==> src/hdl/packed_bit_field_array_macros.svh <==
// ----------------------------------------------------------------------------
// packed bit-field array assertion macros
// shared concurrent assertion forms used by the rtl
// ----------------------------------------------------------------------------
`ifndef PACKED_BIT_FIELD_ARRAY_MACROS_SVH
`define PACKED_BIT_FIELD_ARRAY_MACROS_SVH

`ifndef NO_ASSERTIONS

`define PBFA_ASSERT_IMP(lbl, clk, rst_n, ante, cons, msg) \
    lbl: assert property (@(posedge clk) disable iff (!rst_n) (ante) |-> (cons)) \
        else $error(msg);

`define PBFA_ASSERT_NXT(lbl, clk, rst_n, ante, cons, msg) \
    lbl: assert property (@(posedge clk) disable iff (!rst_n) (ante) |=> (cons)) \
        else $error(msg);

`else

`define PBFA_ASSERT_IMP(lbl, clk, rst_n, ante, cons, msg)

`define PBFA_ASSERT_NXT(lbl, clk, rst_n, ante, cons, msg)

`endif

`endif

==> src/hdl/pbfa_pkg.sv <==
// ----------------------------------------------------------------------------
// pbfa_pkg
// widths, codes, types and layout tables of the packed bit-field array
// ----------------------------------------------------------------------------
package pbfa_pkg;

    localparam int MAX_ENTRIES = 4096;
    localparam int WORD_DEPTH  = 2048;
    localparam int WORD_AW     = $clog2(WORD_DEPTH);

    localparam int FUNC_W      = 1;
    localparam int IDX_W       = 12;
    localparam int VAL_W       = 32;
    localparam int STATUS_W    = 2;
    localparam int WIDTH_W     = 6;
    localparam int COUNT_W     = 13;
    localparam int WORD_W      = 64;
    localparam int SHIFT_W     = $clog2(WORD_W);
    localparam int PW_W        = 7;
    localparam int RECIP_W     = 16;
    localparam int PROD_W      = IDX_W + RECIP_W;
    localparam int CFG_IDX_W   = 1;
    localparam int CFG_DATA_W  = COUNT_W;

    localparam logic [FUNC_W-1:0] FUNC_READ  = 1'b0;
    localparam logic [FUNC_W-1:0] FUNC_WRITE = 1'b1;

    localparam logic [STATUS_W-1:0] STATUS_OK     = 2'd0;
    localparam logic [STATUS_W-1:0] STATUS_RANGE  = 2'd1;
    localparam logic [STATUS_W-1:0] STATUS_MASKED = 2'd2;

    localparam logic [CFG_IDX_W-1:0] REG_WIDTH = 1'b0;
    localparam logic [CFG_IDX_W-1:0] REG_COUNT = 1'b1;

    typedef struct packed {
        logic [PW_W-1:0]    per_word;
        logic [RECIP_W-1:0] recip;
    } layout_t;

    typedef struct packed {
        logic               valid;
        logic [IDX_W-1:0]   word;
        logic [SHIFT_W-1:0] shift;
    } loc_t;

    function automatic logic [WIDTH_W-1:0] eff_width(input logic [WIDTH_W-1:0] w);
        logic [WIDTH_W-1:0] r;
        r = w;
        if (w == '0)
            r = WIDTH_W'(1);
        else if (w > WIDTH_W'(32))
            r = WIDTH_W'(32);
        return r;
    endfunction

    // elements per word and floor(2^16 / per_word)
    function automatic layout_t layout(input logic [WIDTH_W-1:0] w);
        layout_t l;
        case (w) inside
            6'd1:         l = '{per_word: 7'd64, recip: 16'd1024};
            6'd2:         l = '{per_word: 7'd32, recip: 16'd2048};
            6'd3:         l = '{per_word: 7'd21, recip: 16'd3120};
            6'd4:         l = '{per_word: 7'd16, recip: 16'd4096};
            6'd5:         l = '{per_word: 7'd12, recip: 16'd5461};
            6'd6:         l = '{per_word: 7'd10, recip: 16'd6553};
            6'd7:         l = '{per_word: 7'd9,  recip: 16'd7281};
            6'd8:         l = '{per_word: 7'd8,  recip: 16'd8192};
            6'd9:         l = '{per_word: 7'd7,  recip: 16'd9362};
            6'd10:        l = '{per_word: 7'd6,  recip: 16'd10922};
            [6'd11:6'd12]: l = '{per_word: 7'd5,  recip: 16'd13107};
            [6'd13:6'd16]: l = '{per_word: 7'd4,  recip: 16'd16384};
            [6'd17:6'd21]: l = '{per_word: 7'd3,  recip: 16'd21845};
            default:      l = '{per_word: 7'd2,  recip: 16'd32768};
        endcase
        return l;
    endfunction

endpackage

==> src/hdl/pbfa_locate.sv <==
// ----------------------------------------------------------------------------
// pbfa_locate
// four-stage pipeline mapping an element index to its word and bit offset
// ----------------------------------------------------------------------------
`include "packed_bit_field_array_macros.svh"

module pbfa_locate (
    input  logic                            clk,
    input  logic                            rst_n,
    input  logic                            start,
    input  logic [pbfa_pkg::IDX_W-1:0]      index,
    input  logic [pbfa_pkg::WIDTH_W-1:0]    width,
    output pbfa_pkg::loc_t                  loc
);
    import pbfa_pkg::*;

    layout_t               lay;

    logic                  v1_reg, v2_reg, v3_reg, v4_reg;
    logic [IDX_W-1:0]      idx1_reg, idx2_reg;
    logic [WIDTH_W-1:0]    w1_reg, w2_reg, w3_reg;
    logic [PW_W-1:0]       pw1_reg, pw2_reg;
    logic [RECIP_W-1:0]    r1_reg;
    logic [PROD_W-1:0]     prod2_reg;
    logic [IDX_W-1:0]      q3_reg, q3_next;
    logic [SHIFT_W-1:0]    rem3_reg, rem3_next;
    logic [IDX_W-1:0]      word4_reg;
    logic [SHIFT_W-1:0]    shift4_reg;

    logic [IDX_W-1:0]      q0;
    logic [IDX_W-1:0]      r0;
    logic [IDX_W+PW_W-1:0] qp;
    logic [2*WIDTH_W-1:0]  shift_full;

    assign lay = layout(width);

    always_comb
    begin
        q0 = prod2_reg[PROD_W-1:RECIP_W];
        qp = IDX_W'(q0) * pw2_reg;
        r0 = idx2_reg - qp[IDX_W-1:0];
        // the estimate is low by at most one
        if (r0 >= IDX_W'(pw2_reg))
        begin
            q3_next   = q0 + IDX_W'(1);
            rem3_next = SHIFT_W'(r0 - IDX_W'(pw2_reg));
        end
        else
        begin
            q3_next   = q0;
            rem3_next = SHIFT_W'(r0);
        end
    end

    assign shift_full = rem3_reg * w3_reg;

    always_ff @(posedge clk or negedge rst_n)
    begin
        if (!rst_n)
        begin
            v1_reg <= 1'b0;
            v2_reg <= 1'b0;
            v3_reg <= 1'b0;
            v4_reg <= 1'b0;
        end
        else
        begin
            v1_reg <= start;
            v2_reg <= v1_reg;
            v3_reg <= v2_reg;
            v4_reg <= v3_reg;
        end
    end

    always_ff @(posedge clk)
    begin
        idx1_reg   <= index;
        w1_reg     <= width;
        pw1_reg    <= lay.per_word;
        r1_reg     <= lay.recip;

        idx2_reg   <= idx1_reg;
        w2_reg     <= w1_reg;
        pw2_reg    <= pw1_reg;
        prod2_reg  <= idx1_reg * r1_reg;

        q3_reg     <= q3_next;
        rem3_reg   <= rem3_next;
        w3_reg     <= w2_reg;

        word4_reg  <= q3_reg;
        shift4_reg <= shift_full[SHIFT_W-1:0];
    end

    assign loc.valid = v4_reg;
    assign loc.word  = word4_reg;
    assign loc.shift = shift4_reg;

    `PBFA_ASSERT_IMP(a_rem_below_per_word, clk, rst_n, v3_reg,
        PW_W'(rem3_reg) < $past(pw2_reg), "remainder too large")
    `PBFA_ASSERT_NXT(a_pipe_advance, clk, rst_n, start, v1_reg, "locate stage lost")
    `PBFA_ASSERT_IMP(a_shift_fits, clk, rst_n, v4_reg,
        32'(shift4_reg) + 32'($past(w3_reg)) <= 32'(WORD_W), "field beyond word")

endmodule
==> config.mk <==
export PLATFORM = sky130hd
export DESIGN_NAME = pbfa_locate
export DESIGN_NICKNAME = d
export VERILOG_FILES = /design/src/hdl/pbfa_pkg.sv /design/src/hdl/pbfa_locate.sv
export VERILOG_INCLUDE_DIRS = /design/src /design/src/hdl
export SDC_FILE = /design/constraint.sdc
export NUM_CORES = 1
export LEC_CHECK = 0
export ABC_AREA = 1
export ABC_CLOCK_PERIOD_IN_PS = 5850
export BUFFER_PORTS_ARGS = -buffer_cell sky130_fd_sc_hd__buf_2
export CORE_UTILIZATION = 40
export DETAILED_ROUTE_END_ITERATION = 10
export GPL_TIMING_DRIVEN = 0
export PLACE_DENSITY = 0.53
export SYNTH_ARGS = -nofsm -noshare
export SYNTH_HDL_FRONTEND = slang
export SYNTH_SLANG_ARGS = --single-unit
export TNS_END_PERCENT = 5
==> constraint.sdc <==
create_clock -name clk -period 5.85 [get_ports clk]
set_input_delay 1.17 -clock clk [delete_from_list [all_inputs] [get_ports clk]]
set_output_delay 1.17 -clock clk [all_outputs]
set_load 0.05 [all_outputs]
==> results.md, run 1 <==
* Status: complete, but fails checks
* Failing checks: design-rule violations
* R2R cell count at 22
* WL per Instance at between 10 and 15 um
* Cell count after synthesis at 1601
* Final core occ at 45.1%
* Final layout net count at 1956
* Leakage at between 7 and 8 nW
* Vias in the first global route at 9528
* Initial Util at between 40% and 50%
* Syn avg cell area at between 7 and 8 um2
* CTS Hold Bufs at 0
* R2R setup slack at 230 ps
* VDD IR max at roughly 330 uV
* Slew @ Worst Pin at 705 ps
* Slowest stage delay, CP at 570 ps
* Initial antenna violation count at 0
* Worst skew pair latency at 430 ps
* Synth top area share at 29.8%
* CTS Sinks at 124
* Worst EP required at roughly 6200 ps
* Crit start category: register
* Gpl congestion at 0.861
* Critical Path Fanout Max at 10
* Die Y-Extent at 179 um
* Sequential cell area at 0.00251 mm2
* Clock Tree Buf Depth at 2
* Worst hold path class: reg -> reg
* Total Routed Length at 30100 um
* Layout Area Growth over Synthesis at 10.3%
* Largest net degree at the start of global routing at 17
* Max-Cap Viols at 0
* Slew Limit Fails at 0
* Critical-path top delay cell: fa_1
* Hold Crit Depth at 0
* Root Buffer: clkbuf_16
* Slew headroom at 53.0%
* Total grt overflow at 0
* Share of cells above drive strength 1 at 7.28%
* Num CTS Buffers at 17
* Routed vias/inst at 4.57
* FILL cells at 3165
* DIE AREA at between 0.03 and 0.04 mm2
* CTS tree: built
* Netlist Area Pre-Place at 0.0126 mm2
* Hold Path End: pw2_reg[2]$_DFF_P_
* Core ar. at ~0.03 mm2
* H-tree levels at 4
* Die width at 179 um
* Async set-reset flop share out of synthesis at about 3.2%
* EDFF count, synth at 0
* Reg2Reg Capture Point: prod2_reg[27]$_DFF_P_
* DRC viols at 10
* Power per cell area at around 460 mW/mm2
* Antenna cells at 0
* Post-synthesis cell type count at 40
* Tot Pwr at 0.00643 W
* Synth top area cells: fa_1 30%, dfxtp_1 19%, nand2_1 13%, inv_1 13%, ha_1 9.8%
* DR pass1 iterations at 8
* I/O pins at 40
* Setup crit end kind: register
* Routed Antenna Nets at 0
* Main synth FF type: dfxtp_1
* Post-CTS setup buffer count at 0
* Largest register FFs at 16
* Yosys warns at 0
* Site row count at 64
* Via Count at 9410
* Crit path DAT at 5950 ps
* RSZ-0062 raised after global routing: yes
* PortBufs at 39
* RR Startpoint: idx1_reg[6]$_DFF_P_
* Fin. Hold Viols at 0
* Worst-path clk slew at 60 ps
* Most used cell, CP: nand2_1
* Cell taking the most area after synthesis: fa_1
* Worst slack at placement at -323 ps
* Syn_nets at 1907
* PnR worst setup slack at about 230 ps
* Crit Path Class: reg -> reg
* Final Skew at 19.5 ps
* Ordered cell list for the critical path: clkbuf_2 > nand2_1 > fa_1 > inv_1 > fa_1 > fa_1 > fa_1 > inv_1 > fa_1 > inv_1 > ha_1 > nand2_1 > nor2_1 > inv_1 > nor3_1 > nand3_1 > nand3_1 > nand2_1 > nand2_1 > nand2_1 > nand2_1 > xnor2_1
* Fmax at 0.178 GHz
* Final setup fails at 0
* Register area share after synthesis at 19.9%
* First-pass GRT wire length at about 49000 um
* Post-route clock period utilization at 96.0%
* Multi-input logic area at around 0.0082 mm2
* Tot GR Track Use at 20.2%
* DR iter-0 viols at 466
* Fin crit period at 5620 ps
* DP HPWL at 24700 um
* Startpoint of the worst hold path: pw1_reg[2]$_SDFF_PP0_
* Seq cells post-synth at 124
## per-layer routing
metal  up-vias  wire [um]  share of wire [%]  global-route usage, %
met5         -          0                  0                      0
met4         0        513                1.7                   5.50
met3        30       1180                3.9                   1.89
met2       161      14200                 47                   34.1
met1      4492      14200                 47                   27.5
li1       4727          -                  -                      -
## worst max path at each step
stage | startpoint | cells past startpoint | slack (ps) | to
6_report | idx1_reg[6]$_DFF_P_ | 22 | 230 | prod2_reg[27]$_DFF_P_
5_1_grt | r1_reg[8]$_SDFF_PP0_ | 22 | -40 | prod2_reg[27]$_DFF_P_
4_1_cts | idx1_reg[7]$_DFF_P_ | 23 | 30 | prod2_reg[27]$_DFF_P_
3_5_place_dp | idx1_reg[6]$_DFF_P_ | 23 | -320 | prod2_reg[27]$_DFF_P_
3_3_place_gp | idx1_reg[6]$_DFF_P_ | 22 | -330 | prod2_reg[25]$_DFF_P_
2_1_floorplan | idx1_reg[6]$_DFF_P_ | 22 | 970 | prod2_reg[25]$_DFF_P_
## worst max-delay path, delay by kind of cell, from the launching register on
kind,cells,cell delay (ps)
flops,1,520
fa+ha+maj,6,2920
simple gates,10,1290
xor+xnor,1,150
buf+inv,5,620
## through the flow
stage | hold WS (ps) | cells | instance area [um2] | TNS [ps]
3_5_place_dp | 312 | 2036 | 13300 | -830
3_3_place_gp | 310 | 2036 | 13300 | -881
2_1_floorplan | 310 | 1601 | 12600 | 0
4_1_cts | 322 | 2066 | 13900 | 0
5_1_grt | 328 | 2059 | 13900 | -77.9
6_report | 316 | 2059 | 13900 | 0
## power breakdown
| part | total, W | switching, W | internal [W] |
|---|---|---|---|
| Combinational | 0.00418 | 0.00266 | 0.00152 |
| Clock | 0.00109 | 0.000408 | 0.000678 |
| Sequential | 0.00117 | 0.000109 | 0.00106 |
| Total | 0.00643 | 0.00318 | 0.00326 |
## cells in the final DEF (no fill, tap or decap), types with 4 or more instances in the layout
cell type,Yosys,final
fa_1,187,187
nor3_1,11,11
clkbuf_2,0,14
nand2_2,8,8
buf_4,5,5
a21oi_1,35,35
clkbuf_1,43,21
buf_6,4,4
dfxtp_1,120,116
buf_2,6,45
o21ai_0,14,14
nor2_1,54,54
nand3_1,55,55
a31oi_1,4,4
ha_1,98,98
dfrtp_1,4,4
inv_6,0,5
xnor2_1,19,19
nand3b_1,4,4
nand2_1,445,445
inv_1,423,423
nand4_1,5,5
clkbuf_16,0,17
xor2_1,30,30
dfxtp_2,0,4
## logic make-up after synthesis
kind of cell,count (synthesis),synth area share (%)
AND/OR/NAND/NOR,589,18.9
XOR/XNOR,49,3.41
adder cells (fa/ha/maj),285,39.5
buffers and inverters,484,14.9
AO/OA/AOI/OAI,70,3.30
flip-flops,124,19.9
## cells in the mapped netlist, types with 14 or more instances
master,number
o21ai_0,14
a21oi_1,35
xor2_1,30
dfxtp_1,120
fa_1,187
nand3_1,55
clkbuf_1,43
nor2_1,54
nand2_1,445
inv_1,423
xnor2_1,19
ha_1,98
## final cells by class
class                      instances  area share (%)
clock buffer                      18            3.10
tap                              396            3.57
timing repair buffer              39            1.41
sequential                       124            18.1
clock inverter                    14            1.32
multi-input combinational        993            59.1
buffer                            49            1.86
inverter                         426            11.5
## repair_timing
action,4_1_cts,5_1_grt
pin swaps,0,0
setup endpoints to repair,5,15
resized for setup,5,23
Power figures use the tool's default switching activity.
==> run 2, diff against run 1 <==
--- a/config.mk
+++ b/config.mk
@@ -9,6 +9,7 @@
 export ABC_AREA = 1
 export ABC_CLOCK_PERIOD_IN_PS = 5850
 export BUFFER_PORTS_ARGS = -buffer_cell sky130_fd_sc_hd__buf_2
+export CORE_ASPECT_RATIO = 0.9
 export CORE_UTILIZATION = 40
 export DETAILED_ROUTE_END_ITERATION = 10
 export GPL_TIMING_DRIVEN = 0
==> results.md, run 2 (synthesis results as in run 1) <==
* Status: complete, no violations (was complete, but fails checks)
* Fin. Hold Viols at 0 (unchanged)
* Worst skew pair latency at 430 ps (about the same)
* Crit Path Class: reg -> reg (unchanged)
* Final Skew at 10.4 ps (was 19.5 ps)
* Critical-path top delay cell: clkbuf_1 (was fa_1)
* Total Routed Length at 31100 um (was 30100 um)
* Core ar. at 0.0309 mm2 (was 0.0307 mm2)
* Slew @ Worst Pin at 801 ps (was 705 ps)
* Worst EP required at 6210 ps (was 6180 ps)
* Largest net degree at the start of global routing at 17 (unchanged)
* Hold slack at 322 ps (was 316 ps)
* Hold Path End: word4_reg[2]$_DFF_P_ (was pw2_reg[2]$_DFF_P_)
* Max-Cap Viols at 0 (unchanged)
* WL per Instance at 15.0 um (was 14.6 um)
* Antenna cells at 0 (unchanged)
* CTS Sinks at 124 (unchanged)
* Crit path DAT at 6000 ps (was 5950 ps)
* Total grt overflow at 0 (unchanged)
* Die Y-Extent at 170 um (was 179 um)
* Critical Path Fanout Max at 10 (unchanged)
* Die width at 189 um (was 179 um)
* Root Buffer: clkbuf_16 (unchanged)
* Fmax at 0.177 GHz (was 0.178 GHz)
* CTS tree: built (unchanged)
* Leakage at 7.88 nW (was 7.86 nW)
* H-tree levels at 4 (unchanged)
* Share of cells above drive strength 1 at 7.38% (was 7.28%)
* Vias in the first global route at 9889 (was 9528)
* DR iter-0 viols at 499 (was 466)
* Worst-path clk slew at 60 ps (about the same)
* Largest register FFs at 16 (unchanged)
* Hold Crit Depth at 0 (unchanged)
* RSZ-0062 raised after global routing: yes (unchanged)
* Ordered cell list for the critical path: clkbuf_1 > nand2_1 > fa_1 > inv_1 > fa_1 > fa_1 > fa_1 > inv_1 > fa_1 > inv_1 > ha_1 > a21o_1 > a21oi_1 > o21ai_0 > nand2_1 > nand3_1 > nand2_1 > nand2_1 > a21oi_1 > xor2_1 (was clkbuf_2 > nand2_1 > fa_1 > inv_1 > fa_1 > fa_1 > fa_1 > inv_1 > fa_1 > inv_1 > ha_1 > nand2_1 > nor2_1 > inv_1 > nor3_1 > nand3_1 > nand3_1 > nand2_1 > nand2_1 > nand2_1 > nand2_1 > xnor2_1)
* Site row count at 61 (was 64)
* Crit start category: register (unchanged)
* DR pass1 iterations at 5 (was 8)
* Via Count at 9614 (was 9410)
* Routed Antenna Nets at 0 (unchanged)
* Routed vias/inst at 4.63 (was 4.57)
* Gpl congestion at 0.874 (was 0.861)
* I/O pins at 40 (unchanged)
* Final layout net count at 1960 (was 1956)
* DP HPWL at 25300 um (was 24700 um)
* Slew headroom at 46.6% (was 53.0%)
* Slew Limit Fails at 0 (unchanged)
* Post-DP Area at 0.0133 mm2 (about the same)
* Initial antenna violation count at 0 (unchanged)
* Tot GR Track Use at 20.9% (was 20.2%)
* Finished Cell Area at 0.0139 mm2 (about the same)
* Setup crit end kind: register (unchanged)
* DIE AREA at 0.0321 mm2 (about the same)
* Reg2Reg Capture Point: prod2_reg[25]$_DFF_P_ (was prod2_reg[27]$_DFF_P_)
* VDD IR max at 594 uV (was 334 uV)
* Clock Tree Buf Depth at 2 (unchanged)
* First-pass GRT wire length at 51600 um (was 49200 um)
* DRC viols at 0 (was 10)
* Most frequent cells in the layout: 445 x nand2_1, 423 x inv_1, 187 x fa_1 (unchanged)
* Initial Util at 40.7% (was 40.9%)
* Most used cell, CP: fa_1 (was nand2_1)
* PortBufs at 39 (unchanged)
* Num CTS Buffers at 17 (unchanged)
* R2R cell count at 20 (was 22)
* Slowest stage delay, CP at 570 ps (about the same)
* Fin crit period at 5640 ps (was 5620 ps)
* Layout Area Growth over Synthesis at 10.4% (was 10.3%)
* Final setup fails at 0 (unchanged)
* Post-route clock period utilization at 96.4% (was 96.0%)
* Most common cell after layout, fill and taps aside: nand2_1 (unchanged)
* RR Startpoint: r1_reg[6]$_SDFF_PP0_ (was idx1_reg[6]$_DFF_P_)
* FILL cells at 3175 (was 3165)
* Power per cell area at 466 mW/mm2 (was 464 mW/mm2)
* Worst hold path class: reg -> reg (unchanged)
* Startpoint of the worst hold path: q3_reg[2]$_DFF_P_ (was pw1_reg[2]$_SDFF_PP0_)
* R2R setup slack at 210 ps (was 230 ps)
-- run 2: worst max path at each step --
| stage | depth (start not counted) | startpoint | slack (ps) | to |
|---|---|---|---|---|
| 6_report | 20 | r1_reg[6]$_SDFF_PP0_ | 210 | prod2_reg[25]$_DFF_P_ |
| 4_1_cts | 22 | idx1_reg[8]$_DFF_P_ | 40 | prod2_reg[25]$_DFF_P_ |
| 3_5_place_dp | 22 | idx1_reg[6]$_DFF_P_ | -310 | prod2_reg[25]$_DFF_P_ |
| 2_1_floorplan | 22 | idx1_reg[6]$_DFF_P_ | 970 | prod2_reg[25]$_DFF_P_ |
| 5_1_grt | 21 | r1_reg[10]$_SDFF_PP1_ | -60 | prod2_reg[25]$_DFF_P_ |
| 3_3_place_gp | 22 | idx1_reg[6]$_DFF_P_ | -250 | prod2_reg[25]$_DFF_P_ |
-- run 2: worst max-delay path, delay by kind of cell, from the launching register on --
kind | cells | cell delay (ps)
adder cells (fa/ha/maj) | 6 | 2850
AO/OA/AOI/OAI | 4 | 740
buffers and inverters | 4 | 730
AND/OR/NAND/NOR | 5 | 680
flip-flops | 1 | 400
XOR/XNOR | 1 | 160
-- run 2: layout make-up --
| type | instances | area (um2) | area share, % |
|---|---|---|---|
| Multi-Input combinational cell | 993 | 8190 | 59.0 |
| Inverter | 426 | 1600 | 11.5 |
| Clock buffer | 17 | 425 | 3.06 |
| Tap cell | 409 | 512 | 3.69 |
| Clock inverter | 15 | 173 | 1.24 |
| Buffer | 53 | 278 | 2.00 |
| Timing Repair Buffer | 39 | 195 | 1.41 |
| Sequential cell | 124 | 2510 | 18.1 |
-- run 2: what timing repair did --
item / in CTS / in global routing
setup buffers: 0 / 0
endpoints found under the setup margin: 6 / 15
hold endpoints to repair: 0 / 0
gates resized for setup: 4 / 30
hold buffers: 0 / 0
-- run 2: where the power goes --
group / leakage, nW / total, W / switching [W] / internal [W]
Sequential: 1.05 / 0.00117 / 0.000104 / 0.00106
Combinational: 6.54 / 0.00424 / 0.00273 / 0.00152
Clock: 0.289 / 0.00106 / 0.000454 / 0.000609
Total: 7.88 / 0.00648 / 0.00328 / 0.00319
-- run 2: layer usage --
layer | GRT usage (%) | share of wire, %
met3 | 2.74 | 3.8
met4 | 5.86 | 1.6
met1 | 30.9 | 52
met2 | 32.0 | 43
met5 | 0 | 0
-- run 2: metrics by stage --
stage / worst slack [ps] / cells / setup TNS [ps] / utilization (%) / total power [W]
after floorplan: 973 / 1601 / 0 / - / 0.00449
after CTS: 38.6 / 2078 / 0 / 44.9 / 0.00654
after detailed placement: -309 / 2049 / -864 / 43.0 / 0.00544
final: 211 / 2076 / 0 / 44.9 / 0.00648
after global routing: -56.2 / 2076 / -75.8 / 44.9 / 0.00720
after global placement: -249 / 2049 / -571 / 43.0 / 0.00539
